--- src/rtl/frame_tag_crc16_hmac_sha256_core_assert.svh ---
// ----------------------------------------------------------------------------
// Frame tag core assertion macros
// Shorthand for clocked implication checks under the asynchronous reset.
// ----------------------------------------------------------------------------
`ifndef FRAME_TAG_CRC16_HMAC_SHA256_CORE_ASSERT_SVH
`define FRAME_TAG_CRC16_HMAC_SHA256_CORE_ASSERT_SVH

// same-cycle implication
`define FTAG_ASSERT_IMP(lbl, ante, cons) \
	lbl: assert property (@(posedge clk) disable iff (!arst_n) (ante) |-> (cons)) \
		else $error("frame tag core: implication check failed");

// next-cycle implication
`define FTAG_ASSERT_NEXT(lbl, ante, cons) \
	lbl: assert property (@(posedge clk) disable iff (!arst_n) (ante) |=> (cons)) \
		else $error("frame tag core: next-cycle check failed");

`endif

--- src/rtl/ftag_pkg.sv ---
// ----------------------------------------------------------------------------
// Frame tag package
// Shared types, codes, constants and the helper function of the frame tag core.
// ----------------------------------------------------------------------------
`default_nettype none

package ftag_pkg;

	localparam int TAG_MAX_DEF = 32;
	localparam int CFG_W       = 64;
	localparam int CFG_IDX_W   = 2;

	localparam logic [1:0] MODE_TAG    = 2'd0;
	localparam logic [1:0] MODE_VERIFY = 2'd1;
	localparam logic [1:0] MODE_RXTAG  = 2'd2;

	localparam logic [CFG_IDX_W-1:0] REG_PROFILE = 2'd0;
	localparam logic [CFG_IDX_W-1:0] REG_KEY_UP  = 2'd1;
	localparam logic [CFG_IDX_W-1:0] REG_KEY_LO  = 2'd2;

	localparam logic KIND_TAG     = 1'b0;
	localparam logic KIND_VERDICT = 1'b1;

	localparam logic [15:0] CRC_POLY = 16'hA001;
	localparam logic [7:0]  IPAD     = 8'h36;
	localparam logic [7:0]  OPAD     = 8'h5c;

	typedef logic [0:7][31:0]  ftag_state_t;
	typedef logic [0:15][31:0] ftag_block_t;

	localparam ftag_state_t SHA_IV = {
		32'h6a09e667, 32'hbb67ae85, 32'h3c6ef372, 32'ha54ff53a,
		32'h510e527f, 32'h9b05688c, 32'h1f83d9ab, 32'h5be0cd19
	};

	typedef enum logic [1:0] {PK_NONE, PK_CRC, PK_HMAC, PK_BAD} ftag_prof_t;
	typedef enum logic [2:0] {PS_DATA, PS_CTR, PS_80, PS_ZERO, PS_LEN} ftag_psel_t;

	typedef struct packed {
		logic       latch;
		logic       ipad_load;
		logic       push;
		ftag_psel_t push_sel;
		logic [2:0] push_idx;
		logic       crc_en;
		logic       len_cap;
		logic       sha_start;
		logic       opad_load;
		logic       outer_load;
		logic       dig_cap;
		logic       crc_cap;
		logic       close;
		logic       vsetup;
		logic       tag_check;
		logic       out_load;
		logic       out_kind;
		logic [4:0] out_idx;
		logic       out_end;
	} ftag_cmd_t;

	typedef struct packed {
		logic       frame_open;
		logic       verify_pending;
		logic       fill;
		logic       at56;
		logic       sha_done;
		logic       sha_busy;
		logic       out_free;
		logic [1:0] mode;
		logic       frame_end;
		logic [5:0] tag_length;
		ftag_prof_t prof;
		logic [5:0] prof_len;
		logic       vmatch;
	} ftag_sts_t;

	function automatic logic [15:0] crc16_byte(input logic [15:0] c, input logic [7:0] b);
		logic [15:0] r;
		r = c ^ {8'h00, b};
		for (int k = 0; k < 8; k++)
			r = r[0] ? ((r >> 1) ^ CRC_POLY) : (r >> 1);
		return r;
	endfunction

endpackage

`default_nettype wire

--- src/rtl/ftag_ctrl.sv ---
// ----------------------------------------------------------------------------
// Frame tag controller
// Sequences item intake, key blocks, padding, compressions and result output.
// ----------------------------------------------------------------------------
`default_nettype none

`include "frame_tag_crc16_hmac_sha256_core_assert.svh"

module ftag_ctrl (
	input  wire                 clk,
	input  wire                 arst_n,
	input  wire                 in_valid,
	output logic                in_stall,
	input  ftag_pkg::ftag_sts_t sts,
	output ftag_pkg::ftag_cmd_t cmd
);
	import ftag_pkg::*;

	typedef enum logic [3:0] {
		S_IDLE, S_DECODE, S_DATA, S_END, S_PAD, S_OPAD, S_OUTER, S_FIN,
		S_EMIT, S_VERDICT, S_HSTART, S_HWAIT
	} state_t;

	typedef enum logic [1:0] {PH_CTR, PH_80, PH_ZERO, PH_LEN} phase_t;

	state_t     state_q, state_d, ret_q, ret_d;
	phase_t     ph_q, ph_d;
	logic [2:0] pidx_q, pidx_d;
	logic [4:0] emit_q, emit_d;

	always_comb begin
		cmd      = '0;
		cmd.push_sel = PS_DATA;
		state_d  = state_q;
		ret_d    = ret_q;
		ph_d     = ph_q;
		pidx_d   = pidx_q;
		emit_d   = emit_q;
		case (state_q)
			S_IDLE: begin
				if (in_valid) begin
					cmd.latch = 1'b1;
					state_d   = S_DECODE;
				end
			end
			S_DECODE: begin
				if (sts.mode == MODE_TAG || sts.mode == MODE_VERIFY) begin
					if (!sts.frame_open) begin
						cmd.ipad_load = 1'b1;
						state_d       = S_HSTART;
						ret_d         = S_DATA;
					end else begin
						state_d = S_DATA;
					end
				end else if (sts.mode == MODE_RXTAG && sts.verify_pending && !sts.frame_open) begin
					cmd.tag_check = 1'b1;
					state_d       = sts.frame_end ? S_VERDICT : S_IDLE;
				end else begin
					state_d = S_IDLE;
				end
			end
			S_DATA: begin
				cmd.crc_en   = 1'b1;
				cmd.push     = 1'b1;
				cmd.push_sel = PS_DATA;
				if (sts.fill) begin
					state_d = S_HSTART;
					ret_d   = S_END;
				end else begin
					state_d = S_END;
				end
			end
			S_END: begin
				state_d = S_IDLE;
				ph_d    = PH_CTR;
				pidx_d  = '0;
				emit_d  = '0;
				if (sts.frame_end) begin
					cmd.close = 1'b1;
					if (sts.mode == MODE_TAG) begin
						case (sts.prof)
							PK_CRC: begin
								cmd.crc_cap = 1'b1;
								state_d     = S_EMIT;
							end
							PK_HMAC: state_d = S_PAD;
							default: state_d = S_IDLE;
						endcase
					end else begin
						cmd.vsetup = 1'b1;
						if (sts.vmatch && sts.prof == PK_CRC)
							cmd.crc_cap = 1'b1;
						if (sts.vmatch && sts.prof == PK_HMAC)
							state_d = S_PAD;
						else if (sts.tag_length == 6'd0)
							state_d = S_VERDICT;
					end
				end
			end
			S_PAD: begin
				cmd.push_idx = pidx_q;
				case (ph_q)
					PH_CTR: begin
						cmd.push     = 1'b1;
						cmd.push_sel = PS_CTR;
						if (pidx_q == 3'd3) begin
							ph_d   = PH_80;
							pidx_d = '0;
						end else begin
							pidx_d = pidx_q + 3'd1;
						end
					end
					PH_80: begin
						cmd.push     = 1'b1;
						cmd.push_sel = PS_80;
						cmd.len_cap  = 1'b1;
						ph_d         = PH_ZERO;
					end
					PH_ZERO: begin
						if (sts.at56) begin
							ph_d   = PH_LEN;
							pidx_d = '0;
						end else begin
							cmd.push     = 1'b1;
							cmd.push_sel = PS_ZERO;
						end
					end
					PH_LEN: begin
						cmd.push     = 1'b1;
						cmd.push_sel = PS_LEN;
						pidx_d       = pidx_q + 3'd1;
					end
					default: ph_d = PH_CTR;
				endcase
				if (cmd.push && sts.fill) begin
					state_d = S_HSTART;
					ret_d   = (ph_q == PH_LEN && pidx_q == 3'd7) ? S_OPAD : S_PAD;
				end
			end
			S_OPAD: begin
				cmd.opad_load = 1'b1;
				state_d       = S_HSTART;
				ret_d         = S_OUTER;
			end
			S_OUTER: begin
				cmd.outer_load = 1'b1;
				state_d        = S_HSTART;
				ret_d          = S_FIN;
			end
			S_FIN: begin
				cmd.dig_cap = 1'b1;
				emit_d      = '0;
				state_d     = (sts.mode == MODE_TAG) ? S_EMIT : S_IDLE;
			end
			S_EMIT: begin
				cmd.out_kind = KIND_TAG;
				cmd.out_idx  = emit_q;
				cmd.out_end  = ({1'b0, emit_q} == sts.prof_len - 6'd1);
				if (sts.out_free) begin
					cmd.out_load = 1'b1;
					emit_d       = emit_q + 5'd1;
					if (cmd.out_end)
						state_d = S_IDLE;
				end
			end
			S_VERDICT: begin
				cmd.out_kind = KIND_VERDICT;
				cmd.out_end  = 1'b1;
				if (sts.out_free) begin
					cmd.out_load = 1'b1;
					state_d      = S_IDLE;
				end
			end
			S_HSTART: begin
				cmd.sha_start = 1'b1;
				state_d       = S_HWAIT;
			end
			S_HWAIT: begin
				if (sts.sha_done)
					state_d = ret_q;
			end
			default: state_d = S_IDLE;
		endcase
	end

	always_ff @(posedge clk or negedge arst_n) begin
		if (!arst_n) begin
			state_q <= S_IDLE;
			ret_q   <= S_IDLE;
			ph_q    <= PH_CTR;
			pidx_q  <= '0;
			emit_q  <= '0;
		end else begin
			state_q <= state_d;
			ret_q   <= ret_d;
			ph_q    <= ph_d;
			pidx_q  <= pidx_d;
			emit_q  <= emit_d;
		end
	end

	assign in_stall = (state_q != S_IDLE);

	`FTAG_ASSERT_IMP(a_out_slot_free, cmd.out_load, sts.out_free)
	`FTAG_ASSERT_IMP(a_sha_start_idle, cmd.sha_start, !sts.sha_busy)
	`FTAG_ASSERT_NEXT(a_full_block_hashed, cmd.push && sts.fill, state_q == S_HSTART)

endmodule

`default_nettype wire

--- config.mk ---
export PLATFORM = sky130hd
export DESIGN_NAME = ftag_ctrl
export DESIGN_NICKNAME = d
export VERILOG_FILES = /design/src/rtl/ftag_pkg.sv /design/src/rtl/ftag_ctrl.sv
export VERILOG_INCLUDE_DIRS = /design/src /design/src/rtl
export SDC_FILE = /design/constraint.sdc
export NUM_CORES = 1
export LEC_CHECK = 0
export BUFFER_PORTS_ARGS = -buffer_cell sky130_fd_sc_hd__buf_4
export CAP_MARGIN = 15
export CELL_PAD_IN_SITES_DETAIL_PLACEMENT = 1
export CELL_PAD_IN_SITES_GLOBAL_PLACEMENT = 1
export CORE_MARGIN = 4
export CORE_UTILIZATION = 32
export CTS_CLUSTER_DIAMETER = 80
export CTS_CLUSTER_SIZE = 16
export DETAILED_ROUTE_END_ITERATION = 8
export PLACE_DENSITY = 0.85
export REMOVE_ABC_BUFFERS = 1
export SLEW_MARGIN = 20
export SYNTH_ARGS = -nofsm -noshare
export SYNTH_HDL_FRONTEND = slang
export SYNTH_SLANG_ARGS = --single-unit
--- constraint.sdc ---
create_clock -name clk -period 1.9 [get_ports clk]
set_input_delay 0.095 -clock clk [delete_from_list [all_inputs] [get_ports clk]]
set_output_delay 0.095 -clock clk [all_outputs]
set_load 0.1 [all_outputs]
After elaboration in Yosys (flattened, before gate mapping)
Index checks and enable logic that the tools add are counted.

Register bits: 18. Input bits: 28. Output and inout bits: 28. Word-level logic and storage cells: 129.

$add $sub $neg: 3. Equality and inequality tests: 34. Muxes and demuxes: 64. Reductions and logical operators: 23.

Operators with widths (count): $mux 4 (22); $pmux 4 s11 (1); $mux 1 (21); $pmux 4 s5 (1); $ne 2x2->1 const B (9); $eq 4x3->1 const B (4); $eq 4x4->1 const B (4); $pmux 4 s2 (2); $pmux 4 s4 (1); $mux 3 (5); $mux 5 (2); $pmux 5 s2 (1); $pmux 3 s3 (1); $eq 2x2->1 const B (4); $eq 4x2->1 const B (2); $pmux 2 s2 (2); $eq 2x1->1 const B (3); $eq 5x6->1 (1); $logic_and 1x1->1 (6); $logic_not 6->1 (1); $ne 3x3->1 const B (2); $pmux 2 s3 (1); $pmux 3 s2 (1); $reduce_and 6->1 (1); other kinds (22) (26).

Depth between registers and ports, before layout
Gate-level depths: netlist of run 1.

Depth in word-level cells: 6. Gate-level depth with buffers: 8. Depth with buffers taken out: 8.

Least setup slack after synthesis of run 1
No wires, ideal clock.

Kind: register to output. From: register state_q[2]. To: output cmd[11] (netlist name). Arrival: 4.116 ns. Data required time: 1.805 ns. Slack: -2.311 ns. Stages on the path, launching flop included: 7. Path through: dfrtp_1 buf_2 nor4bb_2 nand2_1 inv_1 o21ai_0 nor3b_1.

RTL lines: start: declaration (RTL line ftag_ctrl.sv:26) `state_t state_q, state_d, ret_q, ret_d;`; start signal: assignment (RTL line ftag_ctrl.sv:194) `state_q <= state_d;`; end: declaration (RTL line ftag_ctrl.sv:15) `output ftag_pkg::ftag_cmd_t cmd`.

Worst setup path after layout of run 1
From: register state_q[0]. To: register state_q[3].

Cells in the longest elaborated chain, start to end: 3. Elaborated cells between the ends (all ways): 21. Those cells by class: eq/ne (17); mux (1); reduce/logical (3).

RTL lines: $eq 4x3->1 (tied with other cells) (RTL line ftag_ctrl.sv:39) `case (state_q)`; $reduce_or 2->1 (no source line) or $ne 2x2->1 (tied branches); $pmux 4 s11 or $reduce_and 6->1 (tied branches).

Several ways; a longest one is shown, not always the timed one. A chain may end at the register's enable or synchronous reset.

==> summary.txt, run 1 <==
Setup path
  – R2r startpoint: state_q[0]$_DFFE_PN0P_
  – CP arrival: 2040 ps
  – Crit path required time: 2040 ps
  – Worst R2R End: state_q[3]$_DFFE_PN0P_
  – Critical path fanouts, max: 8
  – Crit-path leading delay family: compound AO/OA/AOI/OAI gates
  – Setup CP Type: reg -> reg
  – Worst r2r path cells: 7
  – CP startpoint kind: flop
  – Worst setup EP type: flop
  – Buf/Inv on CP: 1
  – Reg-to-reg slack, setup: 3 ps
  – Slowest cell delay on critical path: 460 ps
  – Worst-path cell chain: nor4bb_4 > nand2_1 > buf_4 > nor3_1 > a211o_1 > a2111o_1 > o22a_1
  – WP depth: 7
  – CP max-delay cell: dfrtp_2

Place
  – Cells after DPL: 341
  – DP Area: 2210 sq um
  – IO buf count: 54
  – Gpl congestion: 0.885
  – Post-detail-place hpwl: 4.17 mm
  – Placement Setup Slack: -40.5 ps

Job
  – Max Cap Viol: 0

Power
  – Int Pwr: 0.00125 W
  – Comb pwr share: 69.5%
  – Worst vdd ir: 0.000631 V
  – Clock power share: 10.5%
  – Register share of total power: 20.0%
  – P_leak: 1.23 nW
  – Switching Share: 52.7%
  – PD cells: 1000 nW/um^2
  – Switching Power: 0.00139 W
  – Power Total: 0.00264 W

Routing
  – Wire length per cell: 16.8 um
  – Antenna-violating nets left: 0
  – Routed WL: 6.01 mm
  – Vias per cell: 5.07
  – Vias: 1,816
  – DRT iter0 DRCs: 84
  – DR DRC count: 0
  – DRT Pass-1 Iters: 4

Worst hold path
  – Min-delay src: sts[20]
  – Hold Crit Depth: 3
  – WHS Endpoint: state_q[1]$_DFFE_PN0P_
  – Hold crit path type: in -> reg

CTS
  – H-tree depth: 1
  – CTS max path bufs: 2
  – Clock sink count: 17
  – Clock root cell: clkbuf_8
  – Clock-pin slew on the worst setup and hold paths: 70 ps
  – Num CTS Buffers: 3
  – Clock latency at the later pin of the worst-skew pair: 250 ps
  – CTS tree: yes

Global routing
  – Largest net degree at the start of global routing: 18
  – Grt total ovfl: 0
  – GRT Overall Usage: 17.1%
  – First-pass GRT wire length: 8.58 mm
  – Initial antenna violation count: 0
  – Number of global-route vias before repair: 1,800

Synth
  – Primary FF master, synth: dfrtp_1
  – Largest cells by area after synthesis: dfrtp_1, ha_1, nor2_1, and2_1, o21ai_0
  – Largest area contributor in the netlist: dfrtp_1
  – Mapped cell area: 1570 sq um
  – Syn. warnings: 0
  – Post-synth top area share: 27.2%
  – Avg Cell Area, Syn: 7.79 sq um
  – Post-synthesis sequential area ratio: 27.2%
  – FFs w/ async S/R, synth: 100%
  – Syn Inst Count: 201
  – Distinct cells, synth: 46
  – Post-synth EDFFs: 0
  – #FFs+latches synth: 17

Cells and area
  – Area growth, synth to finish: 68.0%
  – N_diodes: 0
  – Filler Cell Count: 577
  – Nets@finish: 331
  – Commonest non-fill, non-tap cells in the layout: buf_4, nor2_1, nand2_1
  – Final non-filler cell area: 2630 sq um
  – Fraction of layout cells with a size suffix above 1: 43.0%
  – Post-route insts no fill: 358
  – Most common cell after layout, fill and taps aside: buf_4

Timing
  – Setup Viol. Count Final: 0
  – PnR worst setup slack: 2.92 ps
  – Setup TNS: 0 ps
  – RSZ-0062 raised after global routing: true
  – Final Hold Viols: 0
  – Relative slew slack: 70.3%
  – Worst Skew: 3.61 ps
  – Fin. max-slew vios: 0
  – Period minus WS final: 1900 ps
  – Period Utilization, post-route: 99.8%
  – Worst slew pin tran: 443 ps
  – Max Fclk: 527 MHz

Floorplan
  – Core Box Area: 4720 sq um
  – Rows: 25
  – Initial core utilization: 33.2%
  – # IOs: 56
  – Die X: 78.0 um
  – Die Y-Extent: 78.0 um
  – Die ar.: 6080 sq um

Outcome
  – Status: complete, no violations
Yosys cell counts (all sizes together), types with 2 or more instances:
cell	instances
nand2b	8
o31a	3
dfrtp	17
mux2i	2
nand4	3
a21oi	11
nand3	2
and2	12
o31ai	4
nor3b	3
o21ai	15
xnor2	6
nor3	7
ha	11
clkbuf	2
or4	2
xor2	5
or3	2
nor2	28
buf	4
a21o	3
nand2	18
inv	12
nor2b	4
state kept, by name, summed over array words and instances, names as in the netlist:
name and flops:
state_q 4, ph_q 2, ret_q 3, pidx_q 3, emit_q 5
power by group through the flow:
stage	combinational [W]	sequential [W]	clock, W
floorplan	0.00101	0.000552	0
global placement	0.00154	0.000515	0
detailed placement	0.00158	0.000521	0
CTS	0.00163	0.000524	0.000284
global route	0.00195	0.000537	0.000303
finish	0.00183	0.000526	0.000277
repair_timing:
item,CTS,global route
hold endpoints to repair,17,0
pin swaps,5,12
setup endpoints to repair,12,28
hold buffers,1,0
buffers inserted,4,8
gates resized for setup,20,53
cell type report:
cell class	count	area (sq um)	area share, %
multi-input combinational	166	1190	45.3
tap	67	83.8	3.19
timing repair buffer	92	836	31.8
sequential	17	429	16.3
clock buffer	4	45.0	1.71
inverter	12	45.0	1.71
worst register-to-register path: stages, from the launching register on:
cell      delay (ps)
dfrtp_2          460
nor4bb_4         180
nand2_1          110
buf_4            130
nor3_1            50
a211o_1          270
a2111o_1         400
o22a_1           190
through the flow:
| step | hold WS [ps] | util (%) |
|---|---|---|
| 4_1_cts | 156 | 50.0 |
| 3_3_place_gp | -22.8 | 46.8 |
| 6_report | 200 | 55.7 |
| 5_1_grt | 191 | 55.7 |
| 2_1_floorplan | -201 | - |
| 3_5_place_dp | -19.2 | 46.8 |
kinds of logic (layout without fill, tap and decap cells):
group	Yosys count	count (layout)	share of synthesized area, %
compound gates	47	47	19.2
xor+xnor	11	11	6.15
fa+ha+maj	11	11	8.79
buf+inv	18	108	4.87
flops	17	17	27.2
mux	2	2	1.28
simple gates	95	95	32.6
worst max path at each step:
stage,start,end,slack [ps]
finish,state_q[0]$_DFFE_PN0P_,state_q[3]$_DFFE_PN0P_,3
global route,ph_q[0]$_DFFE_PN0P_,state_q[0]$_DFFE_PN0P_,-80
CTS,ph_q[0]$_DFFE_PN0P_,cmd[24],0.3
detailed placement,ph_q[0]$_DFFE_PN0P_,state_q[0]$_DFFE_PN0P_,-40
global placement,ph_q[0]$_DFFE_PN0P_,state_q[0]$_DFFE_PN0P_,9
floorplan,state_q[1]$_DFFE_PN0P_,cmd[11],-2380
per-layer routing:
layer,GRT usage (%),share of wire [%],vias up
li1,-,-,877
met1,21.9,43,888
met2,30.1,53,43
met3,2.55,3.0,8
met4,3.67,1.7,0
met5,0,0,-
Note: power is estimated with default switching activity, not from simulation.
==> run 2, diff against run 1 <==
Settings changed: CORE_ASPECT_RATIO set to 1.5.
==> summary.txt, run 2 (synthesis gave the netlist of run 1 again) <==
Outcome
  – Status: complete, but fails checks
  – Failing checks: setup timing

Place
  – Gpl congestion: 0.798
  – Placement Setup Slack: -73.5 ps
  – IO buf count: 54
  – Post-detail-place hpwl: 4.22 mm
  – DP Area: 2180 sq um

Worst hold path
  – Hold Crit Depth: 3
  – Min-delay src: sts[7]
  – WHS Endpoint: state_q[2]$_DFFE_PN0P_
  – Hold crit path type: in -> reg

Cells and area
  – Area growth, synth to finish: 59.9%
  – Commonest non-fill, non-tap cells in the layout: buf_4, nor2_1, nand2_1
  – Most common cell after layout, fill and taps aside: buf_4
  – FF/Latch Area: 430 sq um
  – Multi-input logic area: 1190 sq um
  – Largest register FFs: 5
  – Fraction of layout cells with a size suffix above 1: 40.9%
  – N_diodes: 0
  – Filler Cell Count: 565
  – Nets@finish: 321
  – Most flops, register: emit_q
  – Largest regs: emit_q x5, state_q x4
  – Final non-filler cell area: 2500 sq um

Global routing
  – Initial antenna violation count: 0
  – Number of global-route vias before repair: 1,848
  – Largest net degree at the start of global routing: 18
  – First-pass GRT wire length: 8.31 mm
  – Grt total ovfl: 0
  – GRT Overall Usage: 16.8%

Routing
  – DRT iter0 DRCs: 80
  – Vias: 1,767
  – Wire length per cell: 15.8 um
  – Vias per cell: 5.12
  – Routed WL: 5.46 mm
  – Antenna-violating nets left: 0
  – DR DRC count: 0
  – DRT Pass-1 Iters: 4

Timing
  – Worst slew pin tran: 362 ps
  – Worst Skew: 4.29 ps
  – Relative slew slack: 75.7%
  – PnR worst setup slack: -4.14 ps
  – Hold slack: 180 ps
  – Final Hold Viols: 0
  – Period minus WS final: 1900 ps
  – Max Fclk: 525 MHz
  – RSZ-0062 raised after global routing: true
  – Setup Viol. Count Final: 1
  – Fin. max-slew vios: 0
  – Setup TNS: -4.14 ps
  – Period Utilization, post-route: 100%

Setup path
  – Critical path fanouts, max: 6
  – CP arrival: 2040 ps
  – Worst setup EP type: flop
  – Setup CP Type: reg -> reg
  – CP max-delay cell: dfrtp_1
  – Worst r2r path cells: 8
  – Slowest cell delay on critical path: 410 ps
  – Reg-to-reg slack, setup: -4 ps
  – Worst R2R End: ret_q[2]$_DFFE_PN0P_
  – CP startpoint kind: flop
  – R2r startpoint: ph_q[0]$_DFFE_PN0P_
  – Crit path required time: 2040 ps
  – Worst-path cell chain: inv_2 > ha_4 > nor2b_4 > o31a_1 > nor2_2 > a221o_1 > nor3b_2 > a21o_1

Power
  – Power Total: 0.00250 W
  – Worst vdd ir: 0.000377 V
  – P_leak: 1.16 nW
  – PD cells: 997 nW/um^2

Floorplan
  – # IOs: 56
  – Die Y-Extent: 93.7 um
  – Rows: 30
  – Die X: 65.1 um
  – Die ar.: 6100 sq um
  – Initial core utilization: 33.9%
  – Core Box Area: 4620 sq um

CTS
  – CTS max path bufs: 2
  – Clock-pin slew on the worst setup and hold paths: 70 ps
  – Num CTS Buffers: 3
  – Clock latency at the later pin of the worst-skew pair: 240 ps
  – H-tree depth: 1
  – Clock root cell: clkbuf_8
  – Clock sink count: 17
  – CTS tree: yes

Job
  – Max Cap Viol: 0
## run 2: cell type report
class	count	share of cell area [%]
multi-input cells	166	47.4
repair buffers	82	28.7
flip-flops and latches	17	17.2
well taps	64	3.20
clock buffers	4	1.80
inverters	12	1.80
## run 2: what timing repair did
action                     CTS  global route
buffers inserted             2             4
hold buffers                 1             0
gates resized for setup     20            42
setup endpoints to repair   19            28
pin swaps                    5            13
hold endpoints to repair    17             0
## run 2: routing by layer
layer	wire (um)	track usage [%]
met2	3240	34.3
met1	2080	18.4
met3	95	1.32
met5	0	0
met4	47	3.11
## run 2: worst max path at each step
stage | startpoint | to | slack [ps] | cells after the start
global route | ph_q[0]$_DFFE_PN0P_ | ret_q[2]$_DFFE_PN0P_ | -110 | 8
finish | ph_q[0]$_DFFE_PN0P_ | ret_q[2]$_DFFE_PN0P_ | -4 | 8
detailed placement | ph_q[0]$_DFFE_PN0P_ | state_q[0]$_DFFE_PN0P_ | -70 | 9
floorplan | state_q[1]$_DFFE_PN0P_ | cmd[11] | -2380 | 5
CTS | ph_q[0]$_DFFE_PN0P_ | state_q[0]$_DFFE_PN0P_ | -30 | 9
global placement | ph_q[0]$_DFFE_PN0P_ | state_q[0]$_DFFE_PN0P_ | 6 | 9
## run 2: critical path: cells and delay by family, from the launching register on
kind	cells	cell delay (ps)
AOI/OAI and AO/OA	3	790
DFF	1	410
and+or+nand+nor	3	340
adders and majority gates	1	160
buffers and inverters	1	80
## run 2: where the power goes
| part | internal (W) | total [W] | switching (W) |
|---|---|---|---|
| combinational | 0.000588 | 0.00170 | 0.00111 |
| sequential | 0.000436 | 0.000531 | 0.0000955 |
| clock | 0.000148 | 0.000266 | 0.000117 |
## run 2: through the flow
step / util, % / std cells
floorplan: - / 195
global placement: 47.2 / 334
detailed placement: 47.2 / 334
CTS: 50.1 / 341
global route: 54.3 / 345
finish: 54.3 / 345
