`src/rtl/frame_tag_crc16_hmac_sha256_core_assert.svh`:
```
// ----------------------------------------------------------------------------
// Frame tag core assertion macros
// Shorthand for clocked implication checks under the asynchronous reset.
// ----------------------------------------------------------------------------
`ifndef FRAME_TAG_CRC16_HMAC_SHA256_CORE_ASSERT_SVH
`define FRAME_TAG_CRC16_HMAC_SHA256_CORE_ASSERT_SVH

// same-cycle implication
`define FTAG_ASSERT_IMP(lbl, ante, cons) \
	lbl: assert property (@(posedge clk) disable iff (!arst_n) (ante) |-> (cons)) \
		else $error("frame tag core: implication check failed");

// next-cycle implication
`define FTAG_ASSERT_NEXT(lbl, ante, cons) \
	lbl: assert property (@(posedge clk) disable iff (!arst_n) (ante) |=> (cons)) \
		else $error("frame tag core: next-cycle check failed");

`endif

```
`src/rtl/ftag_pkg.sv`:
```
// ----------------------------------------------------------------------------
// Frame tag package
// Shared types, codes, constants and the helper function of the frame tag core.
// ----------------------------------------------------------------------------
`default_nettype none

package ftag_pkg;

	localparam int TAG_MAX_DEF = 32;
	localparam int CFG_W       = 64;
	localparam int CFG_IDX_W   = 2;

	localparam logic [1:0] MODE_TAG    = 2'd0;
	localparam logic [1:0] MODE_VERIFY = 2'd1;
	localparam logic [1:0] MODE_RXTAG  = 2'd2;

	localparam logic [CFG_IDX_W-1:0] REG_PROFILE = 2'd0;
	localparam logic [CFG_IDX_W-1:0] REG_KEY_UP  = 2'd1;
	localparam logic [CFG_IDX_W-1:0] REG_KEY_LO  = 2'd2;

	localparam logic KIND_TAG     = 1'b0;
	localparam logic KIND_VERDICT = 1'b1;

	localparam logic [15:0] CRC_POLY = 16'hA001;
	localparam logic [7:0]  IPAD     = 8'h36;
	localparam logic [7:0]  OPAD     = 8'h5c;

	typedef logic [0:7][31:0]  ftag_state_t;
	typedef logic [0:15][31:0] ftag_block_t;

	localparam ftag_state_t SHA_IV = {
		32'h6a09e667, 32'hbb67ae85, 32'h3c6ef372, 32'ha54ff53a,
		32'h510e527f, 32'h9b05688c, 32'h1f83d9ab, 32'h5be0cd19
	};

	typedef enum logic [1:0] {PK_NONE, PK_CRC, PK_HMAC, PK_BAD} ftag_prof_t;
	typedef enum logic [2:0] {PS_DATA, PS_CTR, PS_80, PS_ZERO, PS_LEN} ftag_psel_t;

	typedef struct packed {
		logic       latch;
		logic       ipad_load;
		logic       push;
		ftag_psel_t push_sel;
		logic [2:0] push_idx;
		logic       crc_en;
		logic       len_cap;
		logic       sha_start;
		logic       opad_load;
		logic       outer_load;
		logic       dig_cap;
		logic       crc_cap;
		logic       close;
		logic       vsetup;
		logic       tag_check;
		logic       out_load;
		logic       out_kind;
		logic [4:0] out_idx;
		logic       out_end;
	} ftag_cmd_t;

	typedef struct packed {
		logic       frame_open;
		logic       verify_pending;
		logic       fill;
		logic       at56;
		logic       sha_done;
		logic       sha_busy;
		logic       out_free;
		logic [1:0] mode;
		logic       frame_end;
		logic [5:0] tag_length;
		ftag_prof_t prof;
		logic [5:0] prof_len;
		logic       vmatch;
	} ftag_sts_t;

	function automatic logic [15:0] crc16_byte(input logic [15:0] c, input logic [7:0] b);
		logic [15:0] r;
		r = c ^ {8'h00, b};
		for (int k = 0; k < 8; k++)
			r = r[0] ? ((r >> 1) ^ CRC_POLY) : (r >> 1);
		return r;
	endfunction

endpackage

`default_nettype wire

```
`src/rtl/ftag_sha.sv`:
```
// ----------------------------------------------------------------------------
// SHA-256 compression unit
// One round per cycle over a 16-word schedule window; returns working vars.
// ----------------------------------------------------------------------------
`default_nettype none

module ftag_sha (
	input  wire                  clk,
	input  wire                  arst_n,
	input  wire                  start,
	input  ftag_pkg::ftag_block_t block,
	input  ftag_pkg::ftag_state_t init_v,
	output logic                 busy,
	output logic                 done,
	output ftag_pkg::ftag_state_t res
);
	import ftag_pkg::*;

	ftag_state_t v_q;
	ftag_block_t w_q;
	logic [5:0]  rnd_q;
	logic        busy_q, done_q;
	ftag_state_t v_nxt;
	logic [31:0] w_new, t1, t2;

	function automatic logic [31:0] rotr(input logic [31:0] x, input int n);
		return (x >> n) | (x << (32 - n));
	endfunction

	function automatic logic [31:0] k_const(input logic [5:0] i);
		logic [31:0] k;
		case (i)
			6'd0:  k = 32'h428a2f98; 6'd1:  k = 32'h71374491;
			6'd2:  k = 32'hb5c0fbcf; 6'd3:  k = 32'he9b5dba5;
			6'd4:  k = 32'h3956c25b; 6'd5:  k = 32'h59f111f1;
			6'd6:  k = 32'h923f82a4; 6'd7:  k = 32'hab1c5ed5;
			6'd8:  k = 32'hd807aa98; 6'd9:  k = 32'h12835b01;
			6'd10: k = 32'h243185be; 6'd11: k = 32'h550c7dc3;
			6'd12: k = 32'h72be5d74; 6'd13: k = 32'h80deb1fe;
			6'd14: k = 32'h9bdc06a7; 6'd15: k = 32'hc19bf174;
			6'd16: k = 32'he49b69c1; 6'd17: k = 32'hefbe4786;
			6'd18: k = 32'h0fc19dc6; 6'd19: k = 32'h240ca1cc;
			6'd20: k = 32'h2de92c6f; 6'd21: k = 32'h4a7484aa;
			6'd22: k = 32'h5cb0a9dc; 6'd23: k = 32'h76f988da;
			6'd24: k = 32'h983e5152; 6'd25: k = 32'ha831c66d;
			6'd26: k = 32'hb00327c8; 6'd27: k = 32'hbf597fc7;
			6'd28: k = 32'hc6e00bf3; 6'd29: k = 32'hd5a79147;
			6'd30: k = 32'h06ca6351; 6'd31: k = 32'h14292967;
			6'd32: k = 32'h27b70a85; 6'd33: k = 32'h2e1b2138;
			6'd34: k = 32'h4d2c6dfc; 6'd35: k = 32'h53380d13;
			6'd36: k = 32'h650a7354; 6'd37: k = 32'h766a0abb;
			6'd38: k = 32'h81c2c92e; 6'd39: k = 32'h92722c85;
			6'd40: k = 32'ha2bfe8a1; 6'd41: k = 32'ha81a664b;
			6'd42: k = 32'hc24b8b70; 6'd43: k = 32'hc76c51a3;
			6'd44: k = 32'hd192e819; 6'd45: k = 32'hd6990624;
			6'd46: k = 32'hf40e3585; 6'd47: k = 32'h106aa070;
			6'd48: k = 32'h19a4c116; 6'd49: k = 32'h1e376c08;
			6'd50: k = 32'h2748774c; 6'd51: k = 32'h34b0bcb5;
			6'd52: k = 32'h391c0cb3; 6'd53: k = 32'h4ed8aa4a;
			6'd54: k = 32'h5b9cca4f; 6'd55: k = 32'h682e6ff3;
			6'd56: k = 32'h748f82ee; 6'd57: k = 32'h78a5636f;
			6'd58: k = 32'h84c87814; 6'd59: k = 32'h8cc70208;
			6'd60: k = 32'h90befffa; 6'd61: k = 32'ha4506ceb;
			6'd62: k = 32'hbef9a3f7; 6'd63: k = 32'hc67178f2;
			default: k = '0;
		endcase
		return k;
	endfunction

	always_comb begin
		w_new = w_q[0] + (rotr(w_q[1], 7) ^ rotr(w_q[1], 18) ^ (w_q[1] >> 3)) + w_q[9]
			+ (rotr(w_q[14], 17) ^ rotr(w_q[14], 19) ^ (w_q[14] >> 10));
		t1 = v_q[7] + (rotr(v_q[4], 6) ^ rotr(v_q[4], 11) ^ rotr(v_q[4], 25))
			+ ((v_q[4] & v_q[5]) ^ (~v_q[4] & v_q[6])) + k_const(rnd_q) + w_q[0];
		t2 = (rotr(v_q[0], 2) ^ rotr(v_q[0], 13) ^ rotr(v_q[0], 22))
			+ ((v_q[0] & v_q[1]) ^ (v_q[0] & v_q[2]) ^ (v_q[1] & v_q[2]));
		v_nxt = {t1 + t2, v_q[0], v_q[1], v_q[2], v_q[3] + t1, v_q[4], v_q[5], v_q[6]};
	end

	always_ff @(posedge clk or negedge arst_n) begin
		if (!arst_n) begin
			busy_q <= 1'b0;
			done_q <= 1'b0;
			rnd_q  <= '0;
		end else if (start) begin
			busy_q <= 1'b1;
			done_q <= 1'b0;
			rnd_q  <= '0;
		end else if (busy_q) begin
			rnd_q <= rnd_q + 6'd1;
			if (rnd_q == 6'd63) begin
				busy_q <= 1'b0;
				done_q <= 1'b1;
			end
		end else begin
			done_q <= 1'b0;
		end
	end

	always_ff @(posedge clk) begin
		if (start) begin
			v_q <= init_v;
			w_q <= block;
		end else if (busy_q) begin
			v_q <= v_nxt;
			w_q <= {w_q[1:15], w_new};
		end
	end

	assign busy = busy_q;
	assign done = done_q;
	assign res  = v_q;

endmodule

`default_nettype wire

```
`src/rtl/ftag_dp.sv`:
```
// ----------------------------------------------------------------------------
// Frame tag datapath
// Config registers, item latch, CRC, block buffer, hash chain, tag and verdict
// state, and the output register.
// ----------------------------------------------------------------------------
`default_nettype none

module ftag_dp #(
	parameter int TAG_MAX = ftag_pkg::TAG_MAX_DEF
) (
	input  wire                               clk,
	input  wire                               arst_n,
	input  wire                               cfg_we,
	input  wire  [ftag_pkg::CFG_IDX_W-1:0]    cfg_index,
	input  wire  [ftag_pkg::CFG_W-1:0]        cfg_data,
	input  wire  [1:0]                        mode,
	input  wire  [7:0]                        data_byte,
	input  wire                               frame_end,
	input  wire  [5:0]                        tag_length,
	input  ftag_pkg::ftag_cmd_t               cmd,
	output ftag_pkg::ftag_sts_t               sts,
	input  wire                               out_stall,
	output logic                              out_valid,
	output logic                              kind,
	output logic [7:0]                        tag_byte,
	output logic                              pass,
	output logic                              run_end
);
	import ftag_pkg::*;

	logic [5:0]   profile_q;
	logic [63:0]  key_up_q, key_lo_q;
	logic [1:0]   mode_q;
	logic [7:0]   byte_q;
	logic         end_q;
	logic [5:0]   tlen_q;
	logic [15:0]  crc_q;
	logic [511:0] buf_q;
	logic [63:0]  count_q, len_q;
	ftag_state_t  chain_q;
	logic [255:0] dig_q;
	logic [31:0]  round_q;
	logic [5:0]   ti_q, pend_q;
	logic         mm_q, fo_q, vp_q;
	logic         ov_q, kind_q, pass_q, rend_q;
	logic [7:0]   tb_q;

	logic [127:0] key;
	logic [511:0] ipad_blk, opad_blk, outer_blk;
	logic [7:0]   pbyte, exp_byte, out_tb;
	ftag_prof_t   prof;
	logic [5:0]   prof_len;
	logic         sha_busy, sha_done;
	ftag_state_t  sha_res;
	logic         out_free;

	assign key       = {key_up_q, key_lo_q};
	assign ipad_blk  = {key ^ {16{IPAD}}, {48{IPAD}}};
	assign opad_blk  = {key ^ {16{OPAD}}, {48{OPAD}}};
	assign outer_blk = {dig_q, 8'h80, 232'd0, 16'h0300};
	assign exp_byte  = dig_q[{~ti_q[4:0], 3'b000} +: 8];
	assign out_tb    = dig_q[{~cmd.out_idx, 3'b000} +: 8];
	assign out_free  = !ov_q || !out_stall;

	always_comb begin
		prof     = PK_BAD;
		prof_len = '0;
		if (profile_q == 6'd0) begin
			prof = PK_NONE;
		end else if (profile_q == 6'd2) begin
			prof     = PK_CRC;
			prof_len = 6'd2;
		end else if (profile_q >= 6'd4 && int'(profile_q) <= TAG_MAX) begin
			prof     = PK_HMAC;
			prof_len = profile_q;
		end
	end

	always_comb begin
		case (cmd.push_sel)
			PS_DATA: pbyte = byte_q;
			PS_CTR:  pbyte = round_q[{~cmd.push_idx[1:0], 3'b000} +: 8];
			PS_80:   pbyte = 8'h80;
			PS_ZERO: pbyte = 8'h00;
			PS_LEN:  pbyte = len_q[{~cmd.push_idx, 3'b000} +: 8];
			default: pbyte = 8'h00;
		endcase
	end

	ftag_sha u_sha (
		.clk    (clk),
		.arst_n (arst_n),
		.start  (cmd.sha_start),
		.block  (ftag_block_t'(buf_q)),
		.init_v (chain_q),
		.busy   (sha_busy),
		.done   (sha_done),
		.res    (sha_res)
	);

	// control and config state
	always_ff @(posedge clk or negedge arst_n) begin
		if (!arst_n) begin
			profile_q <= '0;
			key_up_q  <= '0;
			key_lo_q  <= '0;
			crc_q     <= '0;
			count_q   <= '0;
			round_q   <= '0;
			ti_q      <= '0;
			pend_q    <= '0;
			mm_q      <= 1'b0;
			fo_q      <= 1'b0;
			vp_q      <= 1'b0;
			ov_q      <= 1'b0;
		end else begin
			if (cfg_we) begin
				case (cfg_index)
					REG_PROFILE: profile_q <= cfg_data[5:0];
					REG_KEY_UP:  key_up_q  <= cfg_data;
					REG_KEY_LO:  key_lo_q  <= cfg_data;
					default: ;
				endcase
			end
			if (cmd.ipad_load) begin
				crc_q   <= '0;
				count_q <= 64'd64;
				fo_q    <= 1'b1;
				vp_q    <= 1'b0;
			end
			if (cmd.crc_en)
				crc_q <= crc16_byte(crc_q, byte_q);
			if (cmd.push)
				count_q <= count_q + 64'd1;
			if (cmd.close)
				fo_q <= 1'b0;
			if (cmd.dig_cap)
				round_q <= round_q + 32'd1;
			if (cmd.vsetup) begin
				mm_q   <= !sts.vmatch;
				ti_q   <= '0;
				pend_q <= tlen_q;
				vp_q   <= (tlen_q != 6'd0);
			end
			if (cmd.tag_check) begin
				if (ti_q >= pend_q)
					mm_q <= 1'b1;
				else if (!mm_q && exp_byte != byte_q)
					mm_q <= 1'b1;
				if (ti_q != 6'd63)
					ti_q <= ti_q + 6'd1;
				if (end_q)
					vp_q <= 1'b0;
			end
			if (cmd.out_load)
				ov_q <= 1'b1;
			else if (!out_stall)
				ov_q <= 1'b0;
		end
	end

	// payload
	always_ff @(posedge clk) begin
		if (cmd.latch) begin
			mode_q <= mode;
			byte_q <= data_byte;
			end_q  <= frame_end;
			tlen_q <= tag_length;
		end
		if (cmd.ipad_load)
			buf_q <= ipad_blk;
		else if (cmd.opad_load)
			buf_q <= opad_blk;
		else if (cmd.outer_load)
			buf_q <= outer_blk;
		else if (cmd.push)
			buf_q <= {buf_q[503:0], pbyte};
		if (cmd.len_cap)
			len_q <= {count_q[60:0], 3'b000};
		if (cmd.ipad_load || cmd.opad_load) begin
			chain_q <= SHA_IV;
		end else if (sha_done) begin
			for (int i = 0; i < 8; i++)
				chain_q[i] <= chain_q[i] + sha_res[i];
		end
		if (cmd.opad_load || cmd.dig_cap)
			dig_q <= chain_q;
		else if (cmd.crc_cap)
			dig_q <= {crc_q[7:0], crc_q[15:8], 240'd0};
		if (cmd.out_load) begin
			kind_q <= cmd.out_kind;
			tb_q   <= (cmd.out_kind == KIND_TAG) ? out_tb : 8'h00;
			pass_q <= (cmd.out_kind == KIND_VERDICT) && !mm_q && (ti_q == pend_q);
			rend_q <= cmd.out_end;
		end
	end

	always_comb begin
		sts.frame_open     = fo_q;
		sts.verify_pending = vp_q;
		sts.fill           = (count_q[5:0] == 6'd63);
		sts.at56           = (count_q[5:0] == 6'd56);
		sts.sha_done       = sha_done;
		sts.sha_busy       = sha_busy;
		sts.out_free       = out_free;
		sts.mode           = mode_q;
		sts.frame_end      = end_q;
		sts.tag_length     = tlen_q;
		sts.prof           = prof;
		sts.prof_len       = prof_len;
		sts.vmatch         = (prof != PK_BAD) && (prof_len == tlen_q);
	end

	assign out_valid = ov_q;
	assign kind      = kind_q;
	assign tag_byte  = tb_q;
	assign pass      = pass_q;
	assign run_end   = rend_q;

endmodule

`default_nettype wire

```
`config.mk`:
```
export PLATFORM = sky130hd
export DESIGN_NAME = ftag_dp
export DESIGN_NICKNAME = d
export VERILOG_FILES = /design/src/rtl/frame_tag_crc16_hmac_sha256_core_assert.svh /design/src/rtl/ftag_pkg.sv /design/src/rtl/ftag_sha.sv /design/src/rtl/ftag_dp.sv
export SDC_FILE = /design/constraint.sdc
export NUM_CORES = 2
export LEC_CHECK = 0
export BUFFER_PORTS_ARGS = -buffer_cell sky130_fd_sc_hd__buf_2
export CORE_ASPECT_RATIO = 1.4
export CORE_UTILIZATION = 45
export CTS_CLUSTER_DIAMETER = 100
export DETAILED_ROUTE_END_ITERATION = 12
export HOLD_SLACK_MARGIN = 0.06
export SLEW_MARGIN = 20
export SYNTH_ARGS = -nofsm -noshare
export SYNTH_HDL_FRONTEND = slang
export SYNTH_SLANG_ARGS = --single-unit
export TNS_END_PERCENT = 20
```
`constraint.sdc`:
```
create_clock -name clk -period 11.24 [get_ports clk]
set_input_delay 2.248 -clock clk [delete_from_list [all_inputs] [get_ports clk]]
set_output_delay 2.248 -clock clk [all_outputs]
set_load 0.02 [all_outputs]
```
Word level (Yosys, flattened, before mapping)
Memory sizes are Yosys's and may differ from the RTL's.
Cells that the tools add are included.
W data, S select, Z words.
{"block": "totals", "register_bits": 2151, "mem_bits_ro": 2048, "output_inout_bits": 37, "mem_count": 1}
{"name": "(name not given)", "depth": 64, "word_bits": 32, "read_ports": 1, "rd_ports_with_merged_regs": 0, "wr": 0, "line_no": "ftag_sha.sv:32", "text": "case (i)"}
{"block": "classes", "add_sub_neg": 22, "n_lt_le_gt_ge": 3, "eq_ne": 16, "shift": 4, "n_mux": 52, "bitwise_logic": 42, "reduce_logical": 29}
{"cell": "$mux W512", "n": 6}
{"cell": "$mux W256", "n": 4}
{"cell": "$add A32 B32 Y32", "n": 18}
{"cell": "$shiftx A256 B9 Y8", "n": 2}
{"cell": "$xor A32 B32 Y32", "n": 9}
{"cell": "$and A32 B32 Y32", "n": 5}
{"cell": "$mux W16", "n": 10}
{"cell": "$mux W64", "n": 2}
{"cell": "$not A64 Y64", "n": 2}
{"cell": "$add A64 B1 Y64 const B", "n": 1}
{"cell": "$shiftx A64 B7 Y8", "n": 1}
{"cell": "$mux W6", "n": 8}
{"cell": "$add A32 B1 Y32 const B", "n": 1}
{"cell": "$not A32 Y32", "n": 1}
{"cell": "$or A10 B32 Y32", "n": 1}
{"cell": "$or A13 B32 Y32", "n": 1}
{"cell": "$or A14 B32 Y32", "n": 1}
{"cell": "$or A15 B32 Y32", "n": 1}
{"cell": "$or A19 B32 Y32", "n": 1}
{"cell": "$or A21 B32 Y32", "n": 1}
{"cell": "$or A25 B32 Y32", "n": 1}
{"cell": "$or A26 B32 Y32", "n": 1}
{"cell": "$or A30 B32 Y32", "n": 1}
{"cell": "$or A7 B32 Y32", "n": 1}
{"cell": "40 further kinds", "n": 88}

Logic depth before layout (Yosys ltp)
{"block": "logic_depth", "ltp_word": 18, "depth_mapped": 41}

Modules after synthesis
A second synthesis with hierarchy kept.
{"block": "unflattened", "cells_unflattened": 10525, "area_unflattened_um2": 119153.0}
{"module": "ftag_dp", "n_inst": 1, "cells_per_inst": 6620, "area_each_um2": 70582.7, "seq_area_each_um2": 33497.1}
{"module": "ftag_sha", "n_inst": 1, "cells_per_inst": 3905, "area_each_um2": 48570.3, "seq_area_each_um2": 23262.3}

Least setup slack after synthesis
No wires, ideal clock.
{"block": "synth_path", "kind": "input to register", "from": "input cmd[15] (netlist bit)", "to": "register u_sha.v_q, in the netlist u_sha.res[0], enable pin", "arrival_time_ns": 12.251, "setup_slack_ns": -1.833, "stages": 4, "cell_sequence": "clkbuf_1 -> buf_1 -> clkbuf_1 -> or2_2"}
{"block": "synth_via", "elab_chain_len": 1}
{"element": "from (decl)", "line_no": "ftag_dp.sv:20", "text": "input ftag_pkg::ftag_cmd_t cmd,"}
{"element": "$reduce_bool A2 Y1 (no line)"}
{"element": "to (signal assigned)", "line_no": "ftag_sha.sv:102", "text": "v_q <= init_v;"}
{"element": "to (signal assigned)", "line_no": "ftag_sha.sv:105", "text": "v_q <= v_nxt;"}
{"element": "to (decl)", "line_no": "ftag_sha.sv:19", "text": "ftag_state_t v_q;"}
Every way passes these cells.
A chain may end at the register's enable or synchronous reset.

Worst setup path in the final report
{"block": "layout_path", "from": "register u_sha.rnd_q[1]", "to": "register u_sha.v_q, in the netlist u_sha.res[255] (data pin)"}
{"block": "layout_via", "elab_chain_len": 6}
{"element": "from (decl)", "line_no": "ftag_sha.sv:21", "text": "logic [5:0] rnd_q;"}
{"element": "from (signal assigned)", "line_no": "ftag_sha.sv:90", "text": "rnd_q <= rnd_q + 6'd1;"}
{"element": "$mem_v2 Z64 W32"}
{"element": "$add A32 B32 Y32 (2 in a row)", "line_no": "ftag_sha.sv:74", "text": "+ ((v_q[4] & v_q[5]) ^ (~v_q[4] & v_q[6])) + k_const(rnd_q) + w_q[0];"}
{"element": "$add A32 B32 Y32", "line_no": "ftag_sha.sv:77", "text": "v_nxt = {t1 + t2, v_q[0], v_q[1], v_q[2], v_q[3] + t1, v_q[4], v_q[5], v_q[6]};"}
{"element": "$mux W256", "line_no": "ftag_sha.sv:104", "text": "end else if (busy_q) begin"}
{"element": "$mux W256", "line_no": "ftag_sha.sv:101", "text": "if (start) begin"}
Every way passes these cells. The select of a mux whose other input is x is not followed.

==> impl_metrics.py <==
metrics = {
    "outcome": {
        "status": "finished with violations",
        "violations": "DRC",
    },
    "clocking": {
        "path_clk_slew_ps": 70,
        "insertion_delay_ps": 930,
        "ctsRootBufferMaster": "clkbuf_16",
        "clockBufferDepth": 4,
        "ctsResizeCount": 0,
        "cts_setup_buffers": 0,
        "cts_made_buffers": 225,
        "htreeDepth": 4,
        "cts_tree": "done",
        "cts-hold-fix-buffers": 0,
        "clock-sinks": 2148,
    },
    "place": {
        "dpl.hpwl_mm": 334,
        "portBuffers": 150,
        "gp_congestion": 1.01,
    },
    "synth": {
        "async_reset_ff_share_pct": 12.4,
        "synth-seq-cells": 2148,
        "synth_cell_types": 80,
        "synth_edf_count": 1241,
        "syn_inst": 10700,
        "yosysSeqAreaShare_pct": 47.5,
        "syn_area_per_cell_um2": 11.1,
        "synth_ff_type": "edfxtp_1",
        "synth_fp_nets": 11500,
        "syn_area_um2": 119000,
        "yosys_warnings": 0,
    },
    "detailed_routing": {
        "drc_errors": 12,
        "first_iter_violations": 8941,
        "vias_per_cell": 6.09,
        "wl_per_cell_um": 31.2,
        "antenna_left": 0,
        "first_pass_iters": 11,
        "num_vias": 87200,
        "routed_wl_mm": 446,
    },
    "die": {
        "die_x_um": 438,
        "die-area_um2": 268000,
        "start_util_pct": 45.3,
        "die-height_um": 612,
        "core-area_um2": 264000,
        "io_pins": 151,
        "rows": 223,
    },
    "grt": {
        "grt_max_degree": 205,
        "antenna_found_initial": 64,
        "grt_use_total_pct": 32.8,
        "overflow": 0,
        "grt_pass1_vias": 85300,
        "grt_first_pass_wirelength_mm": 629,
    },
    "setup_path": {
        "crit_path_max_fanout": 16,
        "arrival_ps": 10390,
        "cp-end-kind": "flop",
        "startpoint_type": "flop",
        "crit_buf_inv": 8,
        "cpLargestDelayFamily": "compound AO/OA/AOI/OAI gates",
        "crit_type": "reg -> reg",
        "slowest_stage": "inv_1",
        "critical-path-max-stage-delay_ps": 540,
        "cp.required_ps": 11850,
    },
    "sta": {
        "skew_ps": 89.6,
        "finalHoldViolCount": 0,
        "maxSlewHeadroom_pct": 16.0,
        "hold_ws_ps": 471,
        "final-setup-viol-count": 0,
        "post-route-period-util_pct": 87.0,
        "tns_ps": 0,
        "rsz0062_at_grt": "false",
        "fmax_mhz": 102,
        "fin_crit_ps": 9780,
        "final_max_slew_viol_count": 0,
        "tightest_slew_ps": 1230,
    },
    "job": {
        "maxCapViolations": 0,
    },
    "min_path": {
        "min_path_type": "reg -> reg",
    },
    "finish": {
        "area_growth_syn_to_layout_pct": 9.81,
        "layout-drive-gt1-share_pct": 16.6,
        "nNetsFinal": 11300,
    },
}
## synth_stat cells (68+ instances only)
master / count / area [um2]
edfxtp_1: 1241 / 37300
xnor2_1: 437 / 3830
inv_1: 362 / 1360
nand2_1: 841 / 3160
nor3_1: 102 / 510
nand3_1: 147 / 736
dfrtp_1: 267 / 6680
a211oi_1: 117 / 878
o21ai_0: 710 / 3550
o211ai_1: 68 / 510
mux2i_1: 488 / 4880
mux4_2: 187 / 4210
mux2_2: 909 / 10200
nor2b_1: 285 / 1780
nor2_1: 888 / 3330
clkbuf_1: 508 / 1910
buf_1: 98 / 368
xor2_1: 181 / 1590
a21o_1: 193 / 1450
fa_1: 195 / 3900
dfxtp_1: 640 / 12800
a21oi_1: 642 / 3210
ha_1: 403 / 5040
## path summary, 6_finish.rpt
check                                      startpoint                       end  slack, ps  cells past startpoint
hold reg to reg               round_q[31]$_DFFE_PN0P_   round_q[31]$_DFFE_PN0P_        470                      1
min in group asynchronous                      arst_n     crc_q[15]$_DFFE_PN0P_       1310                      1
hold / removal                round_q[31]$_DFFE_PN0P_   round_q[31]$_DFFE_PN0P_        470                      1
setup / recovery           u_sha.rnd_q[1]$_DFFE_PN0P_  u_sha.res[255]$_DFFE_PP_       1460                     39
setup reg to reg           u_sha.rnd_q[1]$_DFFE_PN0P_  u_sha.res[255]$_DFFE_PP_       1460                     39
max in group asynchronous                      arst_n   count_q[35]$_DFFE_PN0P_       8410                      2
## logic make-up after synthesis
group	synth area share (%)
AND/OR/NAND/NOR	9.75
XOR/XNOR	4.57
AO/OA/AOI/OAI	11.3
flip-flops	47.5
buffers and inverters	3.15
multiplexers	16.2
adder cells (fa/ha/maj)	7.51
## per-stage QoR
| step | utilization [%] | worst slack [ps] | std cells | cell area [um2] |
|---|---|---|---|---|
| 6_report | 49.8 | 1460 | 14300 | 131000 |
| 5_1_grt | 49.8 | 1100 | 14300 | 131000 |
| 4_1_cts | 49.7 | 1550 | 14300 | 131000 |
| 3_5_place_dp | 46.9 | 1570 | 13900 | 124000 |
| 3_3_place_gp | 46.9 | 1510 | 13900 | 124000 |
| 2_1_floorplan | - | 2080 | 10700 | 120000 |
## per-layer routing
layer	vias to the layer above	part of all wire [%]	global-route usage [%]
met5	-	0.050	0
met3	1046	7.5	6.32
met2	3698	47	53.3
li1	38700	-	-
met4	36	8.1	22.4
met1	43700	38	39.2
## cell type report
class	instances	area [um2]
multi-input cells	7604	59000
inverters	367	1380
well taps	3487	4360
flip-flops and latches	2148	56800
repair buffers	281	2060
diodes	17	42.5
clock buffers	288	6210
fillers	23500	132000
clock inverters	128	1340
## placed cells by master, fill, tap and decap left out, types with 37 or more instances in the layout
| master | n |
|---|---|
| inv_1 | 359 |
| o211ai_1 | 68 |
| clkbuf_16 | 232 |
| a21o_1 | 193 |
| a211oi_1 | 117 |
| xnor2_1 | 437 |
| clkbuf_1 | 37 |
| a221o_1 | 67 |
| a31oi_1 | 55 |
| o21ai_0 | 710 |
| xor2_1 | 181 |
| o31ai_1 | 57 |
| mux4_2 | 187 |
| nand2b_1 | 62 |
| nor2b_1 | 285 |
| o21bai_1 | 45 |
| mux2i_1 | 487 |
| o21a_1 | 61 |
| dfxtp_1 | 640 |
| nor3_1 | 101 |
| a21oi_1 | 642 |
| nand2_1 | 838 |
| fa_1 | 195 |
| clkinv_2 | 52 |
| dfrtp_1 | 260 |
| and3_1 | 55 |
| nor2_1 | 883 |
| edfxtp_1 | 1241 |
| nand3_1 | 147 |
| buf_4 | 113 |
| ha_1 | 403 |
| buf_2 | 141 |
| mux2_2 | 909 |
| nand4_1 | 49 |
## worst reg2reg max path, delay by kind of cell, from the launching register on
kind	cells	cell delay (ps)
and+or+nand+nor	4	1010
xor gates and xnor gates	1	150
DFF	1	370
buffers and inverters	8	1230
adders and majority gates	7	2850
AOI/OAI and AO/OA	19	3900
## state kept, by name, indices dropped and copies added, names as in the netlist, 32 cells and up
register	count
count_q	61
u_sha.res	256
buf_q	512
chain_q	256
key_lo_q	64
key_up_q	64
dig_q	256
u_sha.w_q	512
round_q	32
len_q	61
Power is not shown: default switching activity piles up to over one toggle a cycle in this logic, so the estimate is an artifact.
